### src/rtl/core/ifpp_pkg.sv
// Shared types and constants of the sensor-hub FIFO packet parser.
`default_nettype none
package ifpp_pkg;

   // Fixed packet ids
   localparam logic [7:0] ID_PADDING    = 8'h00;
   localparam logic [7:0] ID_TS_DELTA_S = 8'hFA;
   localparam logic [7:0] ID_TS_DELTA_L = 8'hFB;
   localparam logic [7:0] ID_TS_FULL    = 8'hFC;
   localparam logic [7:0] ID_META       = 8'hFD;
   localparam logic [7:0] ID_META_WAKE  = 8'hFE;

   // Payload lengths in bytes
   localparam logic [2:0] LEN_SAMPLE = 3'd6;
   localparam logic [2:0] LEN_DELTA  = 3'd1;
   localparam logic [2:0] LEN_LONG   = 3'd3;

   // Result kinds
   localparam logic [1:0] KIND_ACCEL = 2'd0;
   localparam logic [1:0] KIND_GYRO  = 2'd1;
   localparam logic [1:0] KIND_END   = 2'd2;

   // Stop causes
   localparam logic [1:0] STOP_CLEAN   = 2'd0;
   localparam logic [1:0] STOP_PADDING = 2'd1;
   localparam logic [1:0] STOP_UNKNOWN = 2'd2;
   localparam logic [1:0] STOP_TRUNC   = 2'd3;

   // Configuration register indexes
   localparam logic CSR_ACCEL_ID = 1'b0;
   localparam logic CSR_GYRO_ID  = 1'b1;

   localparam logic [7:0] ACCEL_ID_RESET = 8'd1;
   localparam logic [7:0] GYRO_ID_RESET  = 8'd10;

   // Result queue depth; two free slots are needed to take a byte
   localparam int QUEUE_DEPTH = 4;

   typedef enum logic [1:0] {
      PH_ID      = 2'd0,
      PH_PAYLOAD = 2'd1,
      PH_HALT    = 2'd2
   } phase_type;

   typedef enum logic [1:0] {
      CLASS_ACCEL = 2'd0,
      CLASS_GYRO  = 2'd1,
      CLASS_SKIP  = 2'd2
   } class_type;

   typedef struct packed {
      logic [1:0]        report_kind;
      logic signed [15:0] axis_x;
      logic signed [15:0] axis_y;
      logic signed [15:0] axis_z;
      logic              accel_seen;
      logic [1:0]        stop_cause;
      logic              run_last;
   } result_type;

   // Results produced by one accepted byte, in order
   typedef struct packed {
      logic [1:0] count;
      result_type first;
      result_type second;
   } push_type;

endpackage
`default_nettype wire

### src/rtl/core/ifpp_req_if.sv
// Byte input channel of the packet parser.
`default_nettype none
interface ifpp_req_if;
   logic       valid;
   logic       ready;
   logic [7:0] data_byte;
   logic       buffer_end;

   modport source (output valid, output data_byte, output buffer_end, input ready);
   modport sink (input valid, input data_byte, input buffer_end, output ready);
endinterface
`default_nettype wire

### src/rtl/core/ifpp_rsp_if.sv
// Result channel of the packet parser.
`default_nettype none
interface ifpp_rsp_if;
   logic              valid;
   logic              ready;
   logic [1:0]        report_kind;
   logic signed [15:0] axis_x;
   logic signed [15:0] axis_y;
   logic signed [15:0] axis_z;
   logic              accel_seen;
   logic [1:0]        stop_cause;
   logic              run_last;

   modport source (output valid, output report_kind, output axis_x, output axis_y,
                   output axis_z, output accel_seen, output stop_cause, output run_last,
                   input ready);
   modport sink (input valid, input report_kind, input axis_x, input axis_y,
                 input axis_z, input accel_seen, input stop_cause, input run_last,
                 output ready);
endinterface
`default_nettype wire

### src/rtl/core/imu_fifo_packet_parser_top.sv
// Top level of the sensor-hub FIFO packet parser.
//
// req_chan carries drained FIFO bytes, one per beat, with buffer_end on the
// last byte of each buffer. rsp_chan carries results: accel or gyro samples
// (three signed axes) and one end-of-buffer report per buffer with the
// accel-seen flag and the stop cause. csr_* writes the accel and gyro packet
// ids (index 0 and 1); write them only while the block is idle.
// Latency: with the queue empty, the first result of a byte appears on
// rsp_chan the cycle after the byte is taken. Throughput: one byte per cycle
// while req_chan.ready is high; a byte decodes in combinational logic and
// its results go into a four-entry result queue. A byte that ends a sample
// on the buffer end causes two results. Queued results drain one per cycle
// while rsp_chan is ready. req_chan.ready is high while the queue has two
// free entries; with rsp_chan always ready the queue never holds more than
// two, so it drops only when the receiver stalls rsp_chan.
// Reset (synchronous): parser rearms for a new buffer, queue empties, the
// ids return to 1 (accel) and 10 (gyro).
`default_nettype none
module imu_fifo_packet_parser_top (
   input  wire logic       clock,
   input  wire logic       reset,
   ifpp_req_if.sink        req_chan,
   ifpp_rsp_if.source      rsp_chan,
   input  wire logic       csr_wr_en,
   input  wire logic       csr_index,
   input  wire logic [7:0] csr_wr_data
);

   logic [7:0]           accel_id_ff;
   logic [7:0]           gyro_id_ff;
   logic                 room;
   logic                 accept;
   ifpp_pkg::push_type   push;
   ifpp_pkg::result_type head;

   assign req_chan.ready = room;
   assign accept         = req_chan.valid & room;

   always_ff @(posedge clock) begin
      if (reset) begin
         accel_id_ff <= ifpp_pkg::ACCEL_ID_RESET;
         gyro_id_ff  <= ifpp_pkg::GYRO_ID_RESET;
      end else if (csr_wr_en) begin
         unique case (csr_index)
            ifpp_pkg::CSR_ACCEL_ID: accel_id_ff <= csr_wr_data;
            ifpp_pkg::CSR_GYRO_ID:  gyro_id_ff  <= csr_wr_data;
            default: ;
         endcase
      end
   end

   ifpp_parser u_parser (
      .clock      (clock),
      .reset      (reset),
      .accept     (accept),
      .data_byte  (req_chan.data_byte),
      .buffer_end (req_chan.buffer_end),
      .accel_id   (accel_id_ff),
      .gyro_id    (gyro_id_ff),
      .push       (push)
   );

   ifpp_result_queue u_queue (
      .clock     (clock),
      .reset     (reset),
      .push      (push),
      .room      (room),
      .out_valid (rsp_chan.valid),
      .out_ready (rsp_chan.ready),
      .out_data  (head)
   );

   assign rsp_chan.report_kind = head.report_kind;
   assign rsp_chan.axis_x      = head.axis_x;
   assign rsp_chan.axis_y      = head.axis_y;
   assign rsp_chan.axis_z      = head.axis_z;
   assign rsp_chan.accel_seen  = head.accel_seen;
   assign rsp_chan.stop_cause  = head.stop_cause;
   assign rsp_chan.run_last    = head.run_last;

endmodule
`default_nettype wire

### src/rtl/core/ifpp_parser.sv
// Per-byte packet decode: parse state and the results each byte causes.
`default_nettype none
module ifpp_parser (
   input  wire logic              clock,
   input  wire logic              reset,
   input  wire logic              accept,
   input  wire logic [7:0]        data_byte,
   input  wire logic              buffer_end,
   input  wire logic [7:0]        accel_id,
   input  wire logic [7:0]        gyro_id,
   output ifpp_pkg::push_type     push
);

   ifpp_pkg::phase_type phase_ff, phase_in;
   ifpp_pkg::class_type class_ff, class_in;
   logic [2:0]  left_ff, left_in;
   logic [39:0] shift_ff, shift_in;
   logic        accel_ff, accel_in;
   logic [1:0]  cause_ff, cause_in;

   ifpp_pkg::result_type sample;
   ifpp_pkg::result_type end_rep;
   logic                 sample_hit;

   always_comb begin
      phase_in   = phase_ff;
      class_in   = class_ff;
      left_in    = left_ff;
      shift_in   = shift_ff;
      accel_in   = accel_ff;
      cause_in   = cause_ff;
      sample_hit = 1'b0;
      sample     = '0;
      end_rep    = '0;
      push       = '0;

      if (accept) begin
         unique case (phase_ff)
            ifpp_pkg::PH_ID: begin
               // padding, then configured ids, then fixed; accel beats gyro
               priority if (data_byte == ifpp_pkg::ID_PADDING) begin
                  phase_in = ifpp_pkg::PH_HALT;
                  cause_in = ifpp_pkg::STOP_PADDING;
               end else if (data_byte == accel_id || data_byte == gyro_id) begin
                  class_in = (data_byte == accel_id) ? ifpp_pkg::CLASS_ACCEL
                                                     : ifpp_pkg::CLASS_GYRO;
                  left_in  = ifpp_pkg::LEN_SAMPLE;
                  shift_in = '0;
                  phase_in = ifpp_pkg::PH_PAYLOAD;
               end else if (data_byte == ifpp_pkg::ID_TS_DELTA_S ||
                            data_byte == ifpp_pkg::ID_TS_DELTA_L) begin
                  class_in = ifpp_pkg::CLASS_SKIP;
                  left_in  = ifpp_pkg::LEN_DELTA;
                  phase_in = ifpp_pkg::PH_PAYLOAD;
               end else if (data_byte == ifpp_pkg::ID_TS_FULL ||
                            data_byte == ifpp_pkg::ID_META ||
                            data_byte == ifpp_pkg::ID_META_WAKE) begin
                  class_in = ifpp_pkg::CLASS_SKIP;
                  left_in  = ifpp_pkg::LEN_LONG;
                  phase_in = ifpp_pkg::PH_PAYLOAD;
               end else begin
                  phase_in = ifpp_pkg::PH_HALT;
                  cause_in = ifpp_pkg::STOP_UNKNOWN;
               end
            end
            ifpp_pkg::PH_PAYLOAD: begin
               if (class_ff != ifpp_pkg::CLASS_SKIP) begin
                  unique case (left_ff)
                     3'd6:    shift_in[7:0]   = data_byte;
                     3'd5:    shift_in[15:8]  = data_byte;
                     3'd4:    shift_in[23:16] = data_byte;
                     3'd3:    shift_in[31:24] = data_byte;
                     3'd2:    shift_in[39:32] = data_byte;
                     default: ;
                  endcase
               end
               left_in = left_ff - 3'd1;
               if (left_in == 3'd0) begin
                  phase_in = ifpp_pkg::PH_ID;
                  if (class_ff != ifpp_pkg::CLASS_SKIP) begin
                     sample_hit         = 1'b1;
                     sample.report_kind = (class_ff == ifpp_pkg::CLASS_GYRO)
                                          ? ifpp_pkg::KIND_GYRO : ifpp_pkg::KIND_ACCEL;
                     sample.axis_x      = shift_ff[15:0];
                     sample.axis_y      = shift_ff[31:16];
                     sample.axis_z      = {data_byte, shift_ff[39:32]};
                     sample.run_last    = ~buffer_end;
                     if (class_ff == ifpp_pkg::CLASS_ACCEL) begin
                        accel_in = 1'b1;
                     end
                  end
               end
            end
            default: begin
               phase_in = ifpp_pkg::PH_HALT;
            end
         endcase

         if (buffer_end) begin
            end_rep.report_kind = ifpp_pkg::KIND_END;
            end_rep.accel_seen  = accel_in;
            end_rep.stop_cause  = (phase_in == ifpp_pkg::PH_PAYLOAD)
                                  ? ifpp_pkg::STOP_TRUNC : cause_in;
            end_rep.run_last    = 1'b1;
            phase_in = ifpp_pkg::PH_ID;
            class_in = ifpp_pkg::CLASS_ACCEL;
            left_in  = '0;
            shift_in = '0;
            accel_in = 1'b0;
            cause_in = ifpp_pkg::STOP_CLEAN;
         end

         // sample first, end report behind it
         if (sample_hit) begin
            push.first  = sample;
            push.second = end_rep;
            push.count  = buffer_end ? 2'd2 : 2'd1;
         end else begin
            push.first  = end_rep;
            push.count  = buffer_end ? 2'd1 : 2'd0;
         end
      end
   end

   always_ff @(posedge clock) begin
      if (reset) begin
         phase_ff <= ifpp_pkg::PH_ID;
         class_ff <= ifpp_pkg::CLASS_ACCEL;
         left_ff  <= '0;
         shift_ff <= '0;
         accel_ff <= 1'b0;
         cause_ff <= ifpp_pkg::STOP_CLEAN;
      end else begin
         phase_ff <= phase_in;
         class_ff <= class_in;
         left_ff  <= left_in;
         shift_ff <= shift_in;
         accel_ff <= accel_in;
         cause_ff <= cause_in;
      end
   end

endmodule
`default_nettype wire

### src/rtl/core/ifpp_result_queue.sv
// Small result queue: takes up to two results a cycle, hands out one while out_ready is high.
`default_nettype none
module ifpp_result_queue (
   input  wire logic                 clock,
   input  wire logic                 reset,
   input  wire ifpp_pkg::push_type   push,
   output logic                      room,
   output logic                      out_valid,
   input  wire logic                 out_ready,
   output ifpp_pkg::result_type      out_data
);

   localparam int PTR_W   = $clog2(ifpp_pkg::QUEUE_DEPTH);
   localparam int COUNT_W = $clog2(ifpp_pkg::QUEUE_DEPTH + 1);

   ifpp_pkg::result_type slot_ff [ifpp_pkg::QUEUE_DEPTH];
   logic [PTR_W-1:0]   wr_ff, wr_in;
   logic [PTR_W-1:0]   rd_ff, rd_in;
   logic [COUNT_W-1:0] count_ff, count_in;
   logic               pop;
   logic [PTR_W-1:0]   wr_next;

   assign out_valid = (count_ff != '0);
   assign out_data  = slot_ff[rd_ff];
   assign pop       = out_valid & out_ready;
   // a byte may cause two results
   assign room      = (count_ff <= COUNT_W'(ifpp_pkg::QUEUE_DEPTH - 2));
   assign wr_next   = wr_ff + PTR_W'(1);

   always_comb begin
      wr_in    = wr_ff + PTR_W'(push.count);
      rd_in    = rd_ff + PTR_W'(pop);
      count_in = count_ff + COUNT_W'(push.count) - COUNT_W'(pop);
   end

   always_ff @(posedge clock) begin
      if (push.count != 2'd0) begin
         slot_ff[wr_ff] <= push.first;
      end
      if (push.count == 2'd2) begin
         slot_ff[wr_next] <= push.second;
      end
   end

   always_ff @(posedge clock) begin
      if (reset) begin
         wr_ff    <= '0;
         rd_ff    <= '0;
         count_ff <= '0;
      end else begin
         wr_ff    <= wr_in;
         rd_ff    <= rd_in;
         count_ff <= count_in;
      end
   end

endmodule
`default_nettype wire

### src/flat_wrapper.sv
// flat-port wrapper written by rule: the top's interface ports become plain ports
module imu_fifo_packet_parser_top_flat 
  (clock, reset, csr_wr_en, csr_index, csr_wr_data, req_chan_valid, req_chan_data_byte, req_chan_buffer_end, req_chan_ready, rsp_chan_valid, rsp_chan_report_kind, rsp_chan_axis_x, rsp_chan_axis_y, rsp_chan_axis_z, rsp_chan_accel_seen, rsp_chan_stop_cause, rsp_chan_run_last, rsp_chan_ready);
  ifpp_req_if req_chan_i ();
  ifpp_rsp_if rsp_chan_i ();
  input  wire logic clock;
  input  wire logic reset;
  input  wire logic csr_wr_en;
  input  wire logic csr_index;
  input  wire logic [7:0] csr_wr_data;
  input wire logic [$bits(req_chan_i.valid)-1:0] req_chan_valid;
  input wire logic [$bits(req_chan_i.data_byte)-1:0] req_chan_data_byte;
  input wire logic [$bits(req_chan_i.buffer_end)-1:0] req_chan_buffer_end;
  output wire logic [$bits(req_chan_i.ready)-1:0] req_chan_ready;
  output wire logic [$bits(rsp_chan_i.valid)-1:0] rsp_chan_valid;
  output wire logic [$bits(rsp_chan_i.report_kind)-1:0] rsp_chan_report_kind;
  output wire logic [$bits(rsp_chan_i.axis_x)-1:0] rsp_chan_axis_x;
  output wire logic [$bits(rsp_chan_i.axis_y)-1:0] rsp_chan_axis_y;
  output wire logic [$bits(rsp_chan_i.axis_z)-1:0] rsp_chan_axis_z;
  output wire logic [$bits(rsp_chan_i.accel_seen)-1:0] rsp_chan_accel_seen;
  output wire logic [$bits(rsp_chan_i.stop_cause)-1:0] rsp_chan_stop_cause;
  output wire logic [$bits(rsp_chan_i.run_last)-1:0] rsp_chan_run_last;
  input wire logic [$bits(rsp_chan_i.ready)-1:0] rsp_chan_ready;
  assign req_chan_i.valid = req_chan_valid;
  assign req_chan_i.data_byte = req_chan_data_byte;
  assign req_chan_i.buffer_end = req_chan_buffer_end;
  assign req_chan_ready = req_chan_i.ready;
  assign rsp_chan_valid = rsp_chan_i.valid;
  assign rsp_chan_report_kind = rsp_chan_i.report_kind;
  assign rsp_chan_axis_x = rsp_chan_i.axis_x;
  assign rsp_chan_axis_y = rsp_chan_i.axis_y;
  assign rsp_chan_axis_z = rsp_chan_i.axis_z;
  assign rsp_chan_accel_seen = rsp_chan_i.accel_seen;
  assign rsp_chan_stop_cause = rsp_chan_i.stop_cause;
  assign rsp_chan_run_last = rsp_chan_i.run_last;
  assign rsp_chan_i.ready = rsp_chan_ready;
  imu_fifo_packet_parser_top u_core (.clock(clock), .reset(reset), .req_chan(req_chan_i), .rsp_chan(rsp_chan_i), .csr_wr_en(csr_wr_en), .csr_index(csr_index), .csr_wr_data(csr_wr_data));
endmodule
### config.mk
export PLATFORM = sky130hd
export DESIGN_NAME = imu_fifo_packet_parser_top_flat
export DESIGN_NICKNAME = d
export VERILOG_FILES = /design/src/rtl/core/ifpp_pkg.sv /design/src/rtl/core/ifpp_req_if.sv /design/src/rtl/core/ifpp_rsp_if.sv /design/src/rtl/core/imu_fifo_packet_parser_top.sv /design/src/rtl/core/ifpp_parser.sv /design/src/rtl/core/ifpp_result_queue.sv /design/src/flat_wrapper.sv
export SDC_FILE = /design/constraint.sdc
export NUM_CORES = 1
export LEC_CHECK = 0
export BUFFER_PORTS_ARGS = -buffer_cell sky130_fd_sc_hd__clkbuf_2
export CAP_MARGIN = 0
export CORE_MARGIN = 2
export CORE_UTILIZATION = 29
export CTS_CLUSTER_SIZE = 10
export DETAILED_ROUTE_END_ITERATION = 10
export PLACE_DENSITY = 0.4
export SLEW_MARGIN = 20
export SYNTH_ARGS = -nofsm -noshare
export SYNTH_HDL_FRONTEND = slang
export SYNTH_HIERARCHICAL = 1
export SYNTH_SLANG_ARGS = --single-unit
### constraint.sdc
create_clock -name clock -period 8.7 [get_ports clock]
set_input_delay 0 -clock clock [delete_from_list [all_inputs] [get_ports clock]]
set_output_delay 0 -clock clock [all_outputs]
set_load 0.02 [all_outputs]
==> After elaboration in Yosys (flattened, before gate mapping) <==
Memory sizes are Yosys's and may differ from the RTL's. A register that Yosys moved wholly into a read port is not among the register bits.
Index checks and enable logic that the tools add are counted.
{ "word_totals": {"n_memories": 1, "output_inout_bits": 56, "mem_bits_rw": 216, "reg_bits": 73} }
{ "op_classes": {"addsub": 6, "n_eq_ne": 27, "n_bitwise": 4, "n_reduce_logical": 22, "order_cmp": 1, "muxes": 66} }
{ "mem_list": {"columns": ["name", "depth", "width", "read_ports", "rd_ports_with_merged_regs", "wr", "line_no", "rtl"], "rows": [
  ["u_core.u_queue.slot_ff", 4, 54, 1, 1, 2, "ifpp_result_queue.sv:16", "ifpp_pkg::result_type slot_ff [ifpp_pkg::QUEUE_DEPTH];"]
]} }
{ "ops": {"columns": ["operator", "n"], "rows": [
  ["$mux W40", 4],
  ["$mux W49", 3],
  ["$mux W110", 1],
  ["$pmux W40 S2", 1],
  ["$mux W56", 1],
  ["$mux W54", 1],
  ["$mux W2", 23],
  ["$eq A8 B8 Y1 const B", 5],
  ["$mux W8", 5],
  ["$reduce_and A6 Y1", 5],
  ["$mux W1", 19],
  ["$eq A8 B8 Y1", 2],
  ["$mux W3", 5],
  ["$ne A3 B2 Y1 const B", 5],
  ["$eq A3 B3 Y1 const B", 3],
  ["$ne A3 B3 Y1 const B", 3],
  ["$logic_not A8 Y1", 1],
  ["$reduce_and A4 Y1", 2],
  ["$eq A2 B1 Y1 const B", 3],
  ["$eq A3 B2 Y1 const B", 2],
  ["$pmux W3 S2", 1],
  ["$reduce_bool A3 Y1", 2],
  ["$ne A5 B5 Y1 const B", 1],
  ["$logic_not A2 Y1", 2],
  ["other kinds (18)", 26]
]} }

==> Depth between registers and ports, before layout <==
{ "logic_depth": {"word_depth": 17, "mapped_depth": 15} }

==> By module <==
The synthesis kept the hierarchy.
{ "by_module_without_submodules": {"columns": ["mod", "cells_per_inst", "area_each_um2", "n_inst"], "rows": [
  ["ifpp_result_queue", 567, 10877.9, 1],
  ["ifpp_parser", 364, 3114.2, 1],
  ["imu_fifo_packet_parser_top", 67, 686.9, 1]
]} }

==> Least setup slack after synthesis <==
OpenSTA, ideal clock, no wires.
{ "synth_path": {"path_type": "register to register", "startpoint": "reg u_core.u_queue.count_ff[0]", "endpoint": "mem u_core/u_queue/slot_ff[0][0] (netlist bit) (enable)", "t_required_ns": 8.160, "path_stages_with_launch": 10, "slack_ns": 2.309, "period_less_slack_ns": 6.391, "setup_ns": 0.540, "arrival_time_ns": 5.850, "cell_sequence": "dfxtp_1 -> a21oi_1 -> and2_1 -> clkbuf_1 -> clkbuf_1 -> and2_1 -> buf_4 -> buf_2 -> o21bai_1 -> o21ai_0"} }
{ "synth_rtl": {"columns": ["item", "line_no", "rtl"], "rows": [
  ["start, declared", "ifpp_result_queue.sv:19", "logic [COUNT_W-1:0] count_ff, count_in;"],
  ["start signal, assigned", "ifpp_result_queue.sv:53", "count_ff <= count_in;"],
  ["end, declared", "ifpp_result_queue.sv:16", null]
]} }

==> impl_results.md <==
* Status: complete, no violations
* DRT Pass-1 Iters at 5
* Die W at 229 um
* Layout cells sized above 1 at 20.9%
* Core area at 0.0501 mm^2
* Worst Path Required at 8.86 ns
* Class of the most critical setup path: reg2reg
* Slew @ Worst Pin at 1.06 ns
* Cts repair resizes at 0
* Setup bufs post-CTS at 0
* IO buf count at 78
* Final WS setup at 4.08 ns
* Initial Util at 29.3%
* Final wirelength at 38.7 mm
* Min Tclk post-route at 4.62 ns
* CTS tree: done
* Final Max Slew Viols at 0
* Dominant synthesized flop cell: edfxtp_1
* Syn. warnings at 6
* Routed wl met3 at about 1.3 mm
* Area delta synth->final at 14.5%
* Max-Cap Viols at 0
* P_leak at roughly 6.5 nW
* Routability cong. at about 0.75
* Number of synthesized flops with an enable pin at ~220
* Top layer in use: met4
* Fillers at 5042
* Peak Freq at 216 MHz
* First-pass GRT wire length at 58.0 mm
* Final setup vio count at 0
* GRT Util Overall at 14.9%
* Seq/Total Area, Yosys at between 50% and 60%
* Final hold vios at 0
* # clock sinks at 289
* R2R cell count at 11
* RSZ-0062 raised after global routing: no
* P per Cell Area at 221 mW/mm^2
* Drt wl/cell at 21.6 um
* IO Pins at 79
* CP Data Arrival Time at 4.78 ns
* Synthesized cell area at approximately 0.015 mm^2
* Clk root buf: clkbuf_16
* Vias in the first global route at 8844
* Final Skew at 0.0100 ns
* Distinct cells, synth at 62
* Via count at just over 8k
* Maximum clock path buffer count at 3
* CP Max Fanout at 55
* # diodes at 0
* Vias per cell at 4.62
* Final period utilization at 53.1%
* Setup TNS at 0 ns
* Die area at 0.0524 mm^2
* Final ANT Viol Nets at 0
* Total CTS buffers at 37
* Nets at 1122
* Worst-Skew Late Latency at 0.54 ns
* Setup crit end kind: flop
* VDD IR max at 0.187 mV
* Initial antenna violation count at 0
* Syn_area_per_cell at about 15 um^2
* DPL Wire Length at 21.6 mm
* Residual DRC at 0
* DP Worst Slack at 4.01 ns
* Synth async-reset ratio at 0%
* Row count at 82
* Worst slew margin at around 30%
* Worst-path clk slew at 0.05 ns
* Routed wl met2 at 18.1 mm
* Hold_buf cts at 17
* WHS Path Cells at 3
* Min-Delay Path Class: in2reg
* #FFs+latches synth at 289
* Number of DRC markers in iteration 0 at about 580
* Cells after synthesis at 998
* Metal-1 WL at 18.6 mm
* Startpoint types: flop
* Die Y at 229 um
* Total power at roughly 3.7 mW
* H-tree depth at 2
* Largest net degree at the start of global routing at 56
* Total congestion overflow at 0
## cells in the final DEF (no fill, tap or decap), types with 22 or more instances in the layout
cell | synthesis | routed
and2_1 | 54 | 54
clkbuf_16 | 0 | 39
clkbuf_2 | 0 | 78
conb_1 | 1 | 49
dfxtp_1 | 73 | 71
edfxtp_1 | 216 | 216
mux2_1 | 199 | 199
mux4_2 | 54 | 54
nand2_1 | 32 | 32
nand2b_1 | 22 | 22
nor2_1 | 26 | 23
o2bb2ai_1 | 40 | 40
## power breakdown
group	internal [mW]	leakage, nW	switching, mW
sequential	1.53	2.74	0.0571
clock	0.870	0.554	0.580
combinational	0.280	3.19	0.399
## synth_stat cells, types with 2 or more instances
library cell,instances,area share [%]
ha_1,11,0.94
clkbuf_1,15,0.38
nor3b_1,2,0.10
buf_2,15,0.51
nor2_1,26,0.66
a21oi_1,8,0.27
nand3_1,9,0.31
mux4_2,54,8.3
xnor2_1,2,0.12
a221oi_1,2,0.12
edfxtp_1,216,44
o21a_1,2,0.10
dfxtp_1,73,10
or2_2,3,0.13
mux2_2,19,1.5
o21ai_1,4,0.14
inv_1,11,0.28
buf_4,58,3.0
o21bai_1,2,0.10
nor3_1,6,0.20
xor2_1,16,0.95
and2_1,54,2.3
nand3b_1,2,0.10
mux2_1,199,15
nor2b_1,8,0.34
a32o_1,2,0.14
nor4_1,4,0.17
nand4bb_1,2,0.15
and3_1,4,0.17
buf_1,2,0.051
and4bb_1,2,0.17
o21ai_4,5,0.55
buf_6,16,1.2
xnor3_1,2,0.31
or4_1,2,0.10
o21ai_0,10,0.34
mux2i_1,13,0.89
nand2_1,32,0.82
a211o_1,2,0.12
nand2b_1,22,0.94
o2bb2ai_1,40,2.4
## registers in the layout, indices dropped and copies added (netlist names)
name / flops
u_core/u_parser/left_ff: 3
u_core/u_parser/shift_ff: 40
u_core/u_parser/class_ff: 2
u_core/u_parser/cause_ff: 2
u_core/u_parser/phase_ff: 2
u_core/u_queue/rd_ff: 2
u_core/u_queue/count_ff: 3
u_core/u_queue/wr_ff: 2
u_core/u_queue/slot_ff: 216
u_core/accel_id_ff: 8
u_core/u_parser/accel_ff: 1
u_core/gyro_id_ff: 8
## logic make-up after synthesis
family                     synth area share (%)
AOI/OAI and AO/OA                          4.97
adders and majority gates                  1.07
DFF                                        54.1
muxes                                      25.9
and+or+nand+nor                            7.09
other                                    0.0255
buffers and inverters                      5.42
xor gates and xnor gates                   1.38
## layer usage
layer / global-route usage, % / vias to the layer above
met5: 0 / -
met2: 24.2 / 130
met3: 2.75 / 38
met4: 3.37 / 0
met1: 20.7 / 4187
li1: - / 3908
## final timing paths
check | from | end | slack (ns)
min reg2reg | u_core/u_parser/shift_ff[38] | u_core/u_parser/shift_ff[38] | 0.45
min | req_chan_data_byte[0] | u_core/u_queue/slot_ff[3][12] | 0.09
max reg2reg | u_core/u_parser/left_ff[0] | u_core/u_queue/slot_ff[2][37] | 4.08
max | u_core/u_parser/left_ff[0] | u_core/u_queue/slot_ff[2][37] | 4.08
## critical path: stages, from the launching register on
cell      delay, ns
dfxtp_1        0.44
inv_1          0.13
ha_1           0.23
xnor2_1        0.19
nand2_1        0.16
nor3_1         0.35
ha_1           0.21
and2_1         0.44
and4bb_4       0.30
buf_4          0.76
o21bai_4       0.26
buf_4          0.72
## stage by stage
step	instance area [um^2]	cells	util, %	hold WS [ns]
floorplan	14900	1046	-	0.0716
global placement	15500	1703	30.9	0.259
detailed placement	15500	1703	30.9	0.260
CTS	16800	1788	33.6	0.0644
global route	16800	1788	33.6	0.111
finish	16800	1788	33.6	0.0937
## cell type report
cell class,count,area (um^2),area share (%)
Clock buffer,63,1120,6.64
Clock inverter,5,26.3,0.156
Inverter,11,41.3,0.246
Multi-Input combinational cell,640,6170,36.7
Sequential cell,289,7950,47.3
Tap cell,672,841,5.00
Timing Repair Buffer,108,658,3.92
Power figures use the tool's default switching activity.
